**config.mk**
```make
export PLATFORM = sky130hd
export DESIGN_NAME = differential_drive_quick_turn_mixer_unit
export DESIGN_NICKNAME = d
export VERILOG_FILES = /design/src/hdl/ddqtm_pkg.sv /design/src/hdl/ddqtm_ctrl.sv /design/src/hdl/ddqtm_dp.sv /design/src/hdl/differential_drive_quick_turn_mixer_unit.sv
export SDC_FILE = /design/constraint.sdc
export NUM_CORES = 2
export LEC_CHECK = 0
export BUFFER_PORTS_ARGS = -buffer_cell sky130_fd_sc_hd__buf_2
export CORE_MARGIN = 2
export CORE_UTILIZATION = 63
export DETAILED_ROUTE_END_ITERATION = 6
export GPL_ROUTABILITY_DRIVEN = 1
export HOLD_SLACK_MARGIN = 0.02
export PLACE_DENSITY = 0.8
export SKIP_LAST_GASP = 1
export SYNTH_ARGS = -nofsm -noshare
export SYNTH_HDL_FRONTEND = slang
export SYNTH_SLANG_ARGS = --single-unit
```
**constraint.sdc**
```tcl
create_clock -name clk -period 14.3 [get_ports clk]
set_clock_uncertainty 0.2 [all_clocks]
set_input_delay 2.86 -clock clk [delete_from_list [all_inputs] [get_ports clk]]
set_output_delay 2.86 -clock clk [all_outputs]
set_load 0.02 [all_outputs]
```
**src/hdl/ddqtm_pkg.sv**
```systemverilog
// shared types and constants for the differential drive quick-turn mixer
// no dependencies; imported by the controller, datapath and top level
package ddqtm_pkg;

    localparam int FIELD_W = 16;
    localparam int DRIVE_W = 18;
    localparam int LEVEL_W = 18;
    localparam int CFG_W   = 16;
    localparam int IDX_W   = 3;

    // configuration register indexes
    localparam logic [IDX_W-1:0] REG_WHEEL_DEADBAND    = 3'd0;
    localparam logic [IDX_W-1:0] REG_THROTTLE_DEADBAND = 3'd1;
    localparam logic [IDX_W-1:0] REG_TURN_SENSITIVITY  = 3'd2;
    localparam logic [IDX_W-1:0] REG_QS_THROTTLE_LIMIT = 3'd3;
    localparam logic [IDX_W-1:0] REG_QS_ALPHA          = 3'd4;

    localparam logic [14:0] RST_WHEEL_DEADBAND    = 15'd328;
    localparam logic [14:0] RST_THROTTLE_DEADBAND = 15'd328;
    localparam logic [15:0] RST_TURN_SENSITIVITY  = 16'd26214;
    localparam logic [14:0] RST_QS_THROTTLE_LIMIT = 15'd3277;
    localparam logic [14:0] RST_QS_ALPHA          = 15'd1638;

    localparam int ONE_Q14   = 16384;
    localparam int DRIVE_MAX = 81920;

    // controller to datapath commands
    typedef struct packed {
        logic load;
        logic mul1;
        logic mul2;
        logic finish;
    } ddqtm_cmd_t;

endpackage

```
**src/hdl/ddqtm_ctrl.sv**
```systemverilog
// sequencer for the mixer: capture, two multiplier passes, finish
// depends on ddqtm_pkg; drives the datapath through ddqtm_cmd_t
module ddqtm_ctrl (
    input  logic                  clk,
    input  logic                  rst_n,
    input  logic                  in_valid,
    output logic                  in_stall,
    output logic                  out_valid,
    input  logic                  out_stall,
    output ddqtm_pkg::ddqtm_cmd_t cmd
);
    import ddqtm_pkg::*;

    typedef enum logic [1:0] {
        S_IDLE,
        S_MUL1,
        S_MUL2,
        S_FIN
    } state_t;

    state_t state_reg, state_next;
    logic   out_valid_reg, out_valid_next;
    logic   out_free;

    // output register can take a new result this cycle
    assign out_free = !out_valid_reg || !out_stall;

    always_comb
    begin
        cmd.load   = (state_reg == S_IDLE) && in_valid;
        cmd.mul1   = (state_reg == S_MUL1);
        cmd.mul2   = (state_reg == S_MUL2);
        cmd.finish = (state_reg == S_FIN) && out_free;
    end

    always_comb
    begin
        state_next     = state_reg;
        out_valid_next = out_valid_reg && out_stall;
        unique case (state_reg)
            S_IDLE:
            begin
                if (in_valid)
                    state_next = S_MUL1;
            end
            S_MUL1:
                state_next = S_MUL2;
            S_MUL2:
                state_next = S_FIN;
            S_FIN:
            begin
                if (out_free)
                begin
                    state_next     = S_IDLE;
                    out_valid_next = 1'b1;
                end
            end
            default:
                state_next = S_IDLE;
        endcase
    end

    always_ff @(posedge clk or negedge rst_n)
    begin
        if (!rst_n)
        begin
            state_reg     <= S_IDLE;
            out_valid_reg <= 1'b0;
        end
        else
        begin
            state_reg     <= state_next;
            out_valid_reg <= out_valid_next;
        end
    end

    assign in_stall  = (state_reg != S_IDLE);
    assign out_valid = out_valid_reg;

endmodule

```
**src/hdl/ddqtm_dp.sv**
```systemverilog
// datapath: config registers, deadband, shared 32x17 multiplier,
// accumulator, mixing and clipping; depends on ddqtm_pkg
module ddqtm_dp (
    input  logic                               clk,
    input  logic                               rst_n,
    input  ddqtm_pkg::ddqtm_cmd_t              cmd,
    input  logic                               cfg_we,
    input  logic [ddqtm_pkg::IDX_W-1:0]        cfg_index,
    input  logic [ddqtm_pkg::CFG_W-1:0]        cfg_data,
    input  logic signed [ddqtm_pkg::FIELD_W-1:0] throttle,
    input  logic signed [ddqtm_pkg::FIELD_W-1:0] wheel,
    input  logic                               quick_turn,
    output logic signed [ddqtm_pkg::DRIVE_W-1:0] left_drive,
    output logic signed [ddqtm_pkg::DRIVE_W-1:0] right_drive
);
    import ddqtm_pkg::*;

    localparam logic [14:0]        ONE15   = 15'(ONE_Q14);
    localparam logic signed [15:0] ONE16   = 16'(ONE_Q14);
    localparam logic signed [21:0] ONE22   = 22'(ONE_Q14);
    localparam logic signed [21:0] DMAX22  = 22'(DRIVE_MAX);
    localparam logic signed [48:0] RND14   = 49'sd8192;
    localparam logic signed [48:0] RND28   = 49'sd134217728;
    localparam logic signed [48:0] LMAX49  = 49'sd131071;
    localparam logic signed [48:0] LMIN49  = -49'sd131072;
    localparam logic signed [17:0] ONE18   = 18'(ONE_Q14);

    logic [14:0] wheel_db_reg, thr_db_reg, qs_limit_reg, qs_alpha_reg;
    logic [15:0] sens_reg;

    logic signed [15:0] thr_reg, whl_reg;
    logic               quick_reg, upd_reg;
    logic signed [48:0] prod_reg;
    logic signed [LEVEL_W-1:0] level_reg, level_next;
    logic signed [DRIVE_W-1:0] left_reg, right_reg;

    function automatic logic [16:0] abs16(input logic signed [15:0] v);
        logic signed [16:0] e;
        begin
            e = 17'(v);
            abs16 = v[15] ? 17'(-e) : 17'(e);
        end
    endfunction

    // configuration writes
    always_ff @(posedge clk or negedge rst_n)
    begin
        if (!rst_n)
        begin
            wheel_db_reg <= RST_WHEEL_DEADBAND;
            thr_db_reg   <= RST_THROTTLE_DEADBAND;
            sens_reg     <= RST_TURN_SENSITIVITY;
            qs_limit_reg <= RST_QS_THROTTLE_LIMIT;
            qs_alpha_reg <= RST_QS_ALPHA;
        end
        else if (cfg_we)
        begin
            unique case (cfg_index)
                REG_WHEEL_DEADBAND:    wheel_db_reg <= cfg_data[14:0];
                REG_THROTTLE_DEADBAND: thr_db_reg   <= cfg_data[14:0];
                REG_TURN_SENSITIVITY:  sens_reg     <= cfg_data;
                REG_QS_THROTTLE_LIMIT: qs_limit_reg <= cfg_data[14:0];
                REG_QS_ALPHA:          qs_alpha_reg <= cfg_data[14:0];
                default: ;
            endcase
        end
    end

    // deadband at capture
    logic [16:0]        thr_abs_in, whl_abs_in, thr_abs_db;
    logic signed [15:0] thr_in_db, whl_in_db;

    always_comb
    begin
        thr_abs_in = abs16(throttle);
        whl_abs_in = abs16(wheel);
        thr_in_db  = (thr_abs_in > {2'b00, thr_db_reg}) ? throttle : '0;
        whl_in_db  = (whl_abs_in > {2'b00, wheel_db_reg}) ? wheel : '0;
        thr_abs_db = (thr_abs_in > {2'b00, thr_db_reg}) ? thr_abs_in : '0;
    end

    // multiplier operands
    logic [14:0]        alpha_sat, one_minus;
    logic signed [15:0] whl_cl;
    logic signed [16:0] target;
    logic signed [31:0] op_a;
    logic signed [16:0] op_b;
    logic signed [48:0] mul_w;

    always_comb
    begin
        alpha_sat = (qs_alpha_reg > ONE15) ? ONE15 : qs_alpha_reg;
        one_minus = ONE15 - alpha_sat;
        if (whl_reg > ONE16)
            whl_cl = ONE16;
        else if (whl_reg < -ONE16)
            whl_cl = -ONE16;
        else
            whl_cl = whl_reg;
        target = {whl_cl, 1'b0};
        if (cmd.mul2)
        begin
            if (quick_reg)
            begin
                op_a = 32'(target);
                op_b = {2'b00, alpha_sat};
            end
            else
            begin
                op_a = prod_reg[31:0];
                op_b = {1'b0, sens_reg};
            end
        end
        else
        begin
            if (quick_reg)
            begin
                op_a = 32'(level_reg);
                op_b = {2'b00, one_minus};
            end
            else
            begin
                op_a = 32'(whl_reg);
                op_b = abs16(thr_reg);
            end
        end
    end

    assign mul_w = op_a * op_b;

    // finish: rounding, turn, mixing, clipping
    logic signed [48:0] q_sum, q_sh, n_sum, n_sh;
    logic signed [LEVEL_W-1:0] lvl_q;
    logic signed [21:0] ang, lsum, rsum, lcl, rcl;
    logic signed [DRIVE_W-1:0] left_fin, right_fin;

    always_comb
    begin
        q_sum = prod_reg + RND14;
        q_sh  = q_sum >>> 14;
        n_sum = prod_reg + RND28;
        n_sh  = n_sum >>> 28;
        if (q_sh > LMAX49)
            lvl_q = LEVEL_W'(LMAX49);
        else if (q_sh < LMIN49)
            lvl_q = LEVEL_W'(LMIN49);
        else
            lvl_q = q_sh[LEVEL_W-1:0];

        if (quick_reg)
            ang = 22'(whl_reg);
        else
            ang = 22'(n_sh) - 22'(level_reg);

        lsum = 22'(thr_reg) + ang;
        rsum = 22'(thr_reg) - ang;
        lcl  = lsum;
        rcl  = rsum;
        // only the first side out of range is clipped
        priority if (lsum > ONE22)
        begin
            if (quick_reg)
                rcl = rsum - (lsum - ONE22);
            lcl = ONE22;
        end
        else if (rsum > ONE22)
        begin
            if (quick_reg)
                lcl = lsum - (rsum - ONE22);
            rcl = ONE22;
        end
        else if (lsum < -ONE22)
        begin
            if (quick_reg)
                rcl = rsum + (-ONE22 - lsum);
            lcl = -ONE22;
        end
        else if (rsum < -ONE22)
        begin
            if (quick_reg)
                lcl = lsum + (-ONE22 - rsum);
            rcl = -ONE22;
        end

        if (lcl > DMAX22)
            left_fin = DRIVE_W'(DMAX22);
        else if (lcl < -DMAX22)
            left_fin = DRIVE_W'(-DMAX22);
        else
            left_fin = lcl[DRIVE_W-1:0];
        if (rcl > DMAX22)
            right_fin = DRIVE_W'(DMAX22);
        else if (rcl < -DMAX22)
            right_fin = DRIVE_W'(-DMAX22);
        else
            right_fin = rcl[DRIVE_W-1:0];

        if (quick_reg)
            level_next = upd_reg ? lvl_q : level_reg;
        else if (level_reg > ONE18)
            level_next = level_reg - ONE18;
        else if (level_reg < -ONE18)
            level_next = level_reg + ONE18;
        else
            level_next = '0;
    end

    always_ff @(posedge clk or negedge rst_n)
    begin
        if (!rst_n)
            level_reg <= '0;
        else if (cmd.finish)
            level_reg <= level_next;
    end

    always_ff @(posedge clk)
    begin
        if (cmd.load)
        begin
            thr_reg   <= thr_in_db;
            whl_reg   <= whl_in_db;
            quick_reg <= quick_turn;
            upd_reg   <= (thr_abs_db < {2'b00, qs_limit_reg});
        end
        if (cmd.mul1)
            prod_reg <= mul_w;
        else if (cmd.mul2)
            prod_reg <= quick_reg ? prod_reg + mul_w : mul_w;
        if (cmd.finish)
        begin
            left_reg  <= left_fin;
            right_reg <= right_fin;
        end
    end

    assign left_drive  = left_reg;
    assign right_drive = right_reg;

endmodule

```
**src/hdl/differential_drive_quick_turn_mixer_unit.sv**
```systemverilog
// top level of the differential drive quick-turn mixer
// depends on ddqtm_pkg, ddqtm_ctrl and ddqtm_dp

// Joystick mixer: each transfer of throttle, wheel and quick_turn (signed
// Q1.14) yields one transfer of left_drive and right_drive (signed Q3.14,
// within +-5.0). A sample goes through capture, two multiplier passes and a
// finish step that loads its result into the output register: the transfer
// cycle captures and applies the deadbands, two passes go through the one
// shared 32x17 multiplier (the turn product in normal mode, the accumulator
// blend in quick-turn mode), and the finish step rounds, mixes and clips.
// With the output free, the next sample transfers in the cycle after the
// finish step; only one sample is in work at a time. The next sample is
// taken while a result waits in the output register; the finish step holds
// while that register is still full and stalled. in_stall is high from the
// first multiplier pass until the finish step completes.
// The quick-stop accumulator clears on reset; no clearing pass is needed.
// Configuration writes are meant for times when no sample is in flight.
module differential_drive_quick_turn_mixer_unit (
    input  logic                                 clk,
    input  logic                                 rst_n,
    input  logic                                 cfg_we,
    input  logic [ddqtm_pkg::IDX_W-1:0]          cfg_index,
    input  logic [ddqtm_pkg::CFG_W-1:0]          cfg_data,
    input  logic                                 in_valid,
    output logic                                 in_stall,
    input  logic signed [ddqtm_pkg::FIELD_W-1:0] throttle,
    input  logic signed [ddqtm_pkg::FIELD_W-1:0] wheel,
    input  logic                                 quick_turn,
    output logic                                 out_valid,
    input  logic                                 out_stall,
    output logic signed [ddqtm_pkg::DRIVE_W-1:0] left_drive,
    output logic signed [ddqtm_pkg::DRIVE_W-1:0] right_drive
);
    import ddqtm_pkg::*;

    localparam logic signed [DRIVE_W-1:0] DMAX = DRIVE_W'(DRIVE_MAX);

    ddqtm_cmd_t cmd;

    ddqtm_ctrl u_ctrl (
        .clk       (clk),
        .rst_n     (rst_n),
        .in_valid  (in_valid),
        .in_stall  (in_stall),
        .out_valid (out_valid),
        .out_stall (out_stall),
        .cmd       (cmd)
    );

    ddqtm_dp u_dp (
        .clk         (clk),
        .rst_n       (rst_n),
        .cmd         (cmd),
        .cfg_we      (cfg_we),
        .cfg_index   (cfg_index),
        .cfg_data    (cfg_data),
        .throttle    (throttle),
        .wheel       (wheel),
        .quick_turn  (quick_turn),
        .left_drive  (left_drive),
        .right_drive (right_drive)
    );

    // a captured sample keeps the input side closed for the whole sequence
    assert property (@(posedge clk) disable iff (!rst_n)
        (in_valid && !in_stall) |=> in_stall ##1 in_stall ##1 in_stall)
    else $error("input taken while a sample is in work");

    assert property (@(posedge clk) disable iff (!rst_n)
        out_valid |-> (left_drive <= DMAX) && (left_drive >= -DMAX))
    else $error("left drive out of range");

    assert property (@(posedge clk) disable iff (!rst_n)
        out_valid |-> (right_drive <= DMAX) && (right_drive >= -DMAX))
    else $error("right drive out of range");

    // a new result appears only at the end of a sequence
    assert property (@(posedge clk) disable iff (!rst_n)
        $rose(out_valid) |-> $past(in_stall))
    else $error("result without a sample in work");

endmodule
```
[Yosys cells after proc, flatten, opt, wreduce, memory -nomap -nowiden]
Index checks and enable logic that the tools add are counted.
Word-level totals
  bits of input ports: 57
  output and inout port bits: 38
  register bits: 216
  logic and storage cells: 127
Operators by class
  reductions and logical operators: 19
  order comparisons: 18
  add/sub/neg operators: 20
  multiplexer cells: 42
  multipliers: 1
  equality and inequality tests: 10
Operator list (number)
  $mux W22: 13
  $mux W49: 3
  $mux W18: 8
  $mux W17: 6
  $mux W32: 3
  $neg A16 Y17: 3
  $add A49 B15 Y49 const B: 1
  $add A49 B29 Y49 const B: 1
  $add A49 B49 Y49: 1
  $mul A32 B17 Y49: 1
  $mux W16: 3
  $add A22 B22 Y22: 2
  $gt A22 B16 Y1 const B: 2
  $gt A22 B18 Y1 const B: 2
  $lt A22 B15 Y1 const B: 2
  $lt A22 B18 Y1 const B: 2
  $sub A15 B22 Y22 const A: 2
  $sub A22 B16 Y22 const B: 2
  $sub A22 B22 Y22: 2
  $gt A35 B18 Y1 const B: 1
  $lt A35 B18 Y1 const B: 1
  $gt A17 B15 Y1: 2
  $add A16 B22 Y22: 1
  $sub A16 B22 Y22: 1
  29 further kinds: 45

[Longest topological paths before layout]
  depth in word-level cells: 13
  depth in mapped cells: 50
  gate-level depth less buffers: 49

[Cells and area by module]
A second synthesis with hierarchy kept.
Unflattened totals
  cells, all modules: 4904
  area total of the unflattened synthesis: 41576.1 µm²
By module, submodules not included
  ddqtm_dp: cells each 4885, instances 1, seq. area each 5959.5 µm², area an instance 41350.9 µm²
  ddqtm_ctrl: cells each 19, instances 1, seq. area each 75.1 µm², area an instance 225.2 µm²

[Least setup slack after synthesis]
No wires, ideal clock.
  path kind: register to register
  from: register u_dp.quick_reg
  to: register u_dp.prod_reg[44], data pin
  data required time: 13965 ps
  stages on the path, launching flop included: 46
  data arrival time: 10910 ps
  path buffers: 7
  path slack: 3055 ps
  period minus slack after synthesis: 11245 ps
  setup time: 135 ps
  cell sequence: edfxtp_1 -> clkbuf_2 -> clkbuf_8 -> clkbuf_1 -> clkbuf_1 -> clkbuf_1 -> clkbuf_1 -> clkbuf_1 -> nor2_1 -> a221oi_1 -> nor2_1 -> fa_1 -> inv_1 -> fa_1 -> fa_1 -> fa_1 -> inv_1 -> fa_1 -> [... 10 more ...] -> a21o_1 -> a21oi_1 -> xnor2_1 -> ha_1 -> a21o_1 -> a21o_1 -> a21o_1 -> a21oi_1 -> inv_1 -> o2bb2ai_1 -> a2111oi_0 -> nor2_1 -> a221o_1 -> a21o_1 -> a21oi_1 -> nor2b_1 -> or4_1 -> nand3_1
Between the ends
  word-level cells in the longest chain between the ends: 7
  elaborated cells between the ends (all ways): 11
  classes of those cells: add/sub (1); mul (1); mux (9)
RTL lines
  start: declaration: line ddqtm_dp.sv:32  | logic quick_reg, upd_reg;
  start signal: assignment: line ddqtm_dp.sv:222  | quick_reg <= quick_turn;
  $mux W32, or another cell as far along: line ddqtm_dp.sv:116  | if (quick_reg)
  $mux W32 / $mux W17 (equally long branches): line ddqtm_dp.sv:101  | if (cmd.mul2)
  $mul A32 B17 Y49: line ddqtm_dp.sv:129  | assign mul_w = op_a * op_b;
  $add A49 B49 Y49: line ddqtm_dp.sv:228  | prod_reg <= quick_reg ? prod_reg + mul_w : mul_w;
  $mux W49: line ddqtm_dp.sv:228
  $mux W49: line ddqtm_dp.sv:227  | else if (cmd.mul2)
  $mux W49 (*): line ddqtm_dp.sv:225  | if (cmd.mul1)
  end signal: assignment: line ddqtm_dp.sv:226  | prod_reg <= mul_w;
  end signal: assignment: line ddqtm_dp.sv:228
  end: declaration: line ddqtm_dp.sv:33  | logic signed [48:0] prod_reg;
Every way passes the cells marked *; elsewhere a longest branch is shown, timed or not. The select of a mux whose other input is x is not followed.
A chain may end at the register's enable or synchronous reset.

[Worst setup path in the final report]
  from: register u_ctrl.state_reg[0]
  to: register u_dp.prod_reg[44], data pin
Between the ends
  word-level cells in the longest chain between the ends: 7
  elaborated cells between the ends (all ways): 9
  classes of those cells: add/sub (1); mul (1); eq/ne (2); mux (5)
RTL lines
  start: declaration: line ddqtm_ctrl.sv:21  | state_t state_reg, state_next;
  start signal: assignment: line ddqtm_ctrl.sv:72  | state_reg <= state_next;
  $eq A2 B2 Y1: line ddqtm_ctrl.sv:32  | cmd.mul2 = (state_reg == S_MUL2);
  $mux W32 / $mux W17 (equally long branches): line ddqtm_dp.sv:101
  $mul A32 B17 Y49: line ddqtm_dp.sv:129
  $add A49 B49 Y49: line ddqtm_dp.sv:228
  $mux W49: line ddqtm_dp.sv:228
  $mux W49: line ddqtm_dp.sv:227
  $mux W49 (*): line ddqtm_dp.sv:225
Marks and branches as above.

==> run summary <==
The pin slew with the least headroom to its limit is 1.17 ns. In this run the most critical hold path is launched from u_dp.qs_limit_reg[5]$_DFFE_PN0P_. The initial antenna violation count was 2; the delay contributed by the slowest stage of the critical path was 1.02 ns. The tools report the end point of the most critical hold path as u_dp.qs_limit_reg[5]$_DFFE_PN0P_.

Data on the critical path is required at its endpoint by 14.54 ns. The cell type with the highest occurrence count on the critical path was sky130_fd_sc_hd__fa_1. Summing the areas of all fa, ha and maj instances in the mapped netlist gives 36.5% of the synthesized area. TritonCTS built the clock tree. Based on the critical path, the design can be clocked at up to 76.6 MHz. The unique cell type count in the Yosys netlist came out at 112. The post-detailed-placement half-perimeter wirelength was 97,100 um. The largest individual stage delay along the critical path comes from the cell sky130_fd_sc_hd__a2111oi_0. The register with the most flip-flops in the layout has 49 of them. The last weighted congestion value of the routability-driven placer came out at 1.01. Setup repair after global routing left no endpoint under its margin. The logs give 0 ns for the total negative slack for setup checks and 195,000 um for the wire length of the first global-routing pass. The routed layout has 36,300 vias. Synthesis produced a netlist whose cell count is 4,959. For the worst flop-to-flop path, the logic depth is 40.

STA classifies the critical path startpoint as a flop. The synthesized netlist devotes 16.0% of its cell area to simple gates. Pin placement for this block handled 95 I/O pins. Summing the sequential cell areas from Yosys gives 14.4% of the chip area. Summing the areas of all compound-gate instances in the mapped netlist gives 16.0% of the synthesized area.

In this run the tightest slew margin relative to its limit is 19.6%. The worst setup path is captured at a flop. For the total of warnings raised by yosys, the log shows 0. The die is 262 um wide. The clock period could shrink to 13.05 ns. Setup violations remaining at the end of the flow were counted as 0.

The max-cap check violation count is 0, and the final layout net count is 5,966. The tools report the clock insertion delay at the later pin of the skew report as 0.57 ns. The synthesized design contains 119 enable-type register cells. Classification of the worst setup path: flop to flop. The fraction of layout instances using a drive strength above 1 is 7.39%, and the standard cell area after detailed placement is 43,500 um2. The number of hold buffers added after cts is 0. The flow ran to the end, and the final reports show no timing, DRC or antenna violations. For this configuration, the core starts out at a cell density of 63.8%.

After detailed routing, the total wire length is 122,000 um. The worst register-to-register path begins at u_ctrl.state_reg[0]$_DFFE_PN0P_. The maximum fanout encountered on the critical timing path was 39. In this run the critical register-to-register path is captured at u_dp.prod_reg[44]$_DFFE_PP_. Remaining routing DRC violations: 0. The clock root buffer master was sky130_fd_sc_hd__clkbuf_16.

Hold path depth: 1. After routing the design area is 44,400 um2. The logs give 1 for the number of levels in the clock H-tree and 0 for the final antenna-violating net count. Cell area after synthesis: 42,000 um2. The via density per instance is 6.17. After clock tree synthesis, the clock-pin slew on the worst setup and hold paths is 0.07 ns. The number of clock buffers added by TritonCTS is 25. After synthesis, the largest family of logic cells by area is adder cells.

The average cell area after synthesis works out to 8.48 um2. Counting flops and latches in the post-synthesis netlist gives 216. The detailed router finished its first iteration with 4,055 violations.

The tools report the largest net degree at the start of global routing as 187. The run gives 0 as the total grt overflow. The total of buffers placed on input and output ports came out at 94. The hold violation count in the final report was 0; the post-synthesis share of cell area spent on xor and xnor gates was 6.02%. In this run the core area contains 94 standard-cell rows.

The floorplan step defined a die boundary enclosing 68,800 um2. In the synthesized netlist the async set-or-reset flop fraction comes to 44.9%. The die is 262 um tall. The mux contribution to synthesized area was 2.24%; the post-CTS resize count was 0.

The worst endpoint data arrival time is 13.29 ns, and the deepest clock path buffer count is 3. For this run, the leading register cell type out of synthesis is sky130_fd_sc_hd__edfxtp_1. For this run, the total global-route usage over all layers was measured as 35.5%. For this run, the detailed router's first-pass iteration total came to 7.

Once the clock tree was built, the setup fixing pass inserted 0 buffers. The worst min-delay path category was flop to flop. Via count of the first global-routing pass: 35,600.

For the worst-case setup margin in the final layout, the log shows 1.25 ns. The flop-to-flop setup slack is 1.25 ns, and the share of the clock period used by the worst path after layout is 91.3%. The area growth from synthesis to layout is 5.64%. The max-slew violation total from the final report is 0.

The worst-case setup slack after placement was 1.52 ns; the area of the core region was 65,900 um2. In the final routed layout, each cell accounts on average for 20.8 um. CTS saw 216 sinks.
cell type report:
| cell class | count | area (um2) |
|---|---|---|
| Timing Repair Buffer | 161 | 988 |
| Fill cell | 5427 | 21400 |
| Inverter | 780 | 2930 |
| Multi-Input combinational cell | 3814 | 32500 |
| Antenna cell | 2 | 5.00 |
| Sequential cell | 216 | 6030 |
| Clock inverter | 16 | 188 |
| Clock buffer | 30 | 687 |
| Tap cell | 864 | 1080 |
kinds of logic (layout without fill, tap and decap cells):
group,count (synthesis),in the layout
AOI/OAI and AO/OA,1020,1020
muxes,83,83
xor gates and xnor gates,286,286
DFF,216,216
and+or+nand+nor,1482,1482
other,2,34
buffers and inverters,959,987
adders and majority gates,911,911
how the worst max path moves through the flow:
stage                                    startpoint                           to  slack (ns)  cells past startpoint
global route        u_ctrl.state_reg[0]$_DFFE_PN0P_  u_dp.prod_reg[44]$_DFFE_PP_        0.62                     41
global placement    u_ctrl.state_reg[0]$_DFFE_PN0P_  u_dp.prod_reg[44]$_DFFE_PP_        1.77                     41
CTS                 u_ctrl.state_reg[0]$_DFFE_PN0P_  u_dp.prod_reg[44]$_DFFE_PP_        1.49                     41
floorplan                  u_dp.quick_reg$_DFFE_PP_  u_dp.prod_reg[44]$_DFFE_PP_        3.05                     45
finish              u_ctrl.state_reg[0]$_DFFE_PN0P_  u_dp.prod_reg[44]$_DFFE_PP_        1.25                     40
detailed placement  u_ctrl.state_reg[0]$_DFFE_PN0P_  u_dp.prod_reg[44]$_DFFE_PP_        1.52                     41
cells in the final DEF (no fill, tap or decap), drive strengths merged, types with 69 or more instances in the layout:
cell	Yosys	final
fa	527	527
a21oi	252	252
o21ai	244	244
o21a	77	77
xor2	107	107
ha	384	384
dfrtp	70	70
nor2	462	462
xnor2	177	177
edfxtp	119	119
nor2b	69	69
inv	778	785
nand2	543	543
buf	28	161
a21o	96	96
synth_stat cells (all sizes together), types with 36 or more instances:
cell,number,share of area (%)
nor2,462,4.1
a21oi,252,3.0
nor2b,69,1.0
inv,778,6.9
xor2,107,2.2
nand3,65,0.79
nor3,66,0.80
o21ai,244,3.0
and2,36,0.54
o211ai,36,0.64
a211oi,37,0.72
nand2b,53,0.79
clkbuf,151,1.5
dfrtp,70,4.2
ha,384,11
o21a,77,1.4
edfxtp,119,8.5
a21o,96,1.7
nand2,543,4.9
xnor2,177,3.7
fa,527,25
mux2,60,1.6
worst max-delay path: cells and delay by family, from the launching register on:
family	cells	cell delay (ns)
AO/OA/AOI/OAI	17	5.62
XOR/XNOR	1	0.18
adder cells (fa/ha/maj)	9	4.12
buffers and inverters	5	0.40
flip-flops	1	0.40
AND/OR/NAND/NOR	8	1.97
metrics by stage:
step           hold slack (ns)  utilization, %  instances
2_1_floorplan            0.269               -       4989
3_3_place_gp             0.287            66.1       5835
3_5_place_dp             0.293            66.1       5835
4_1_cts                  0.308            67.4       5881
5_1_grt                  0.329            67.4       5881
6_report                 0.307            67.4       5883
layer usage:
metal,part of all wire [%],track usage [%],vias up
met2,44,55.0,1844
met3,11,7.76,291
met4,3.8,11.4,2
li1,-,-,16500
met1,41,49.9,17700
met5,0.011,0,-
Power is not shown: default switching activity piles up to over one toggle a cycle in this logic, so the estimate is an artifact.
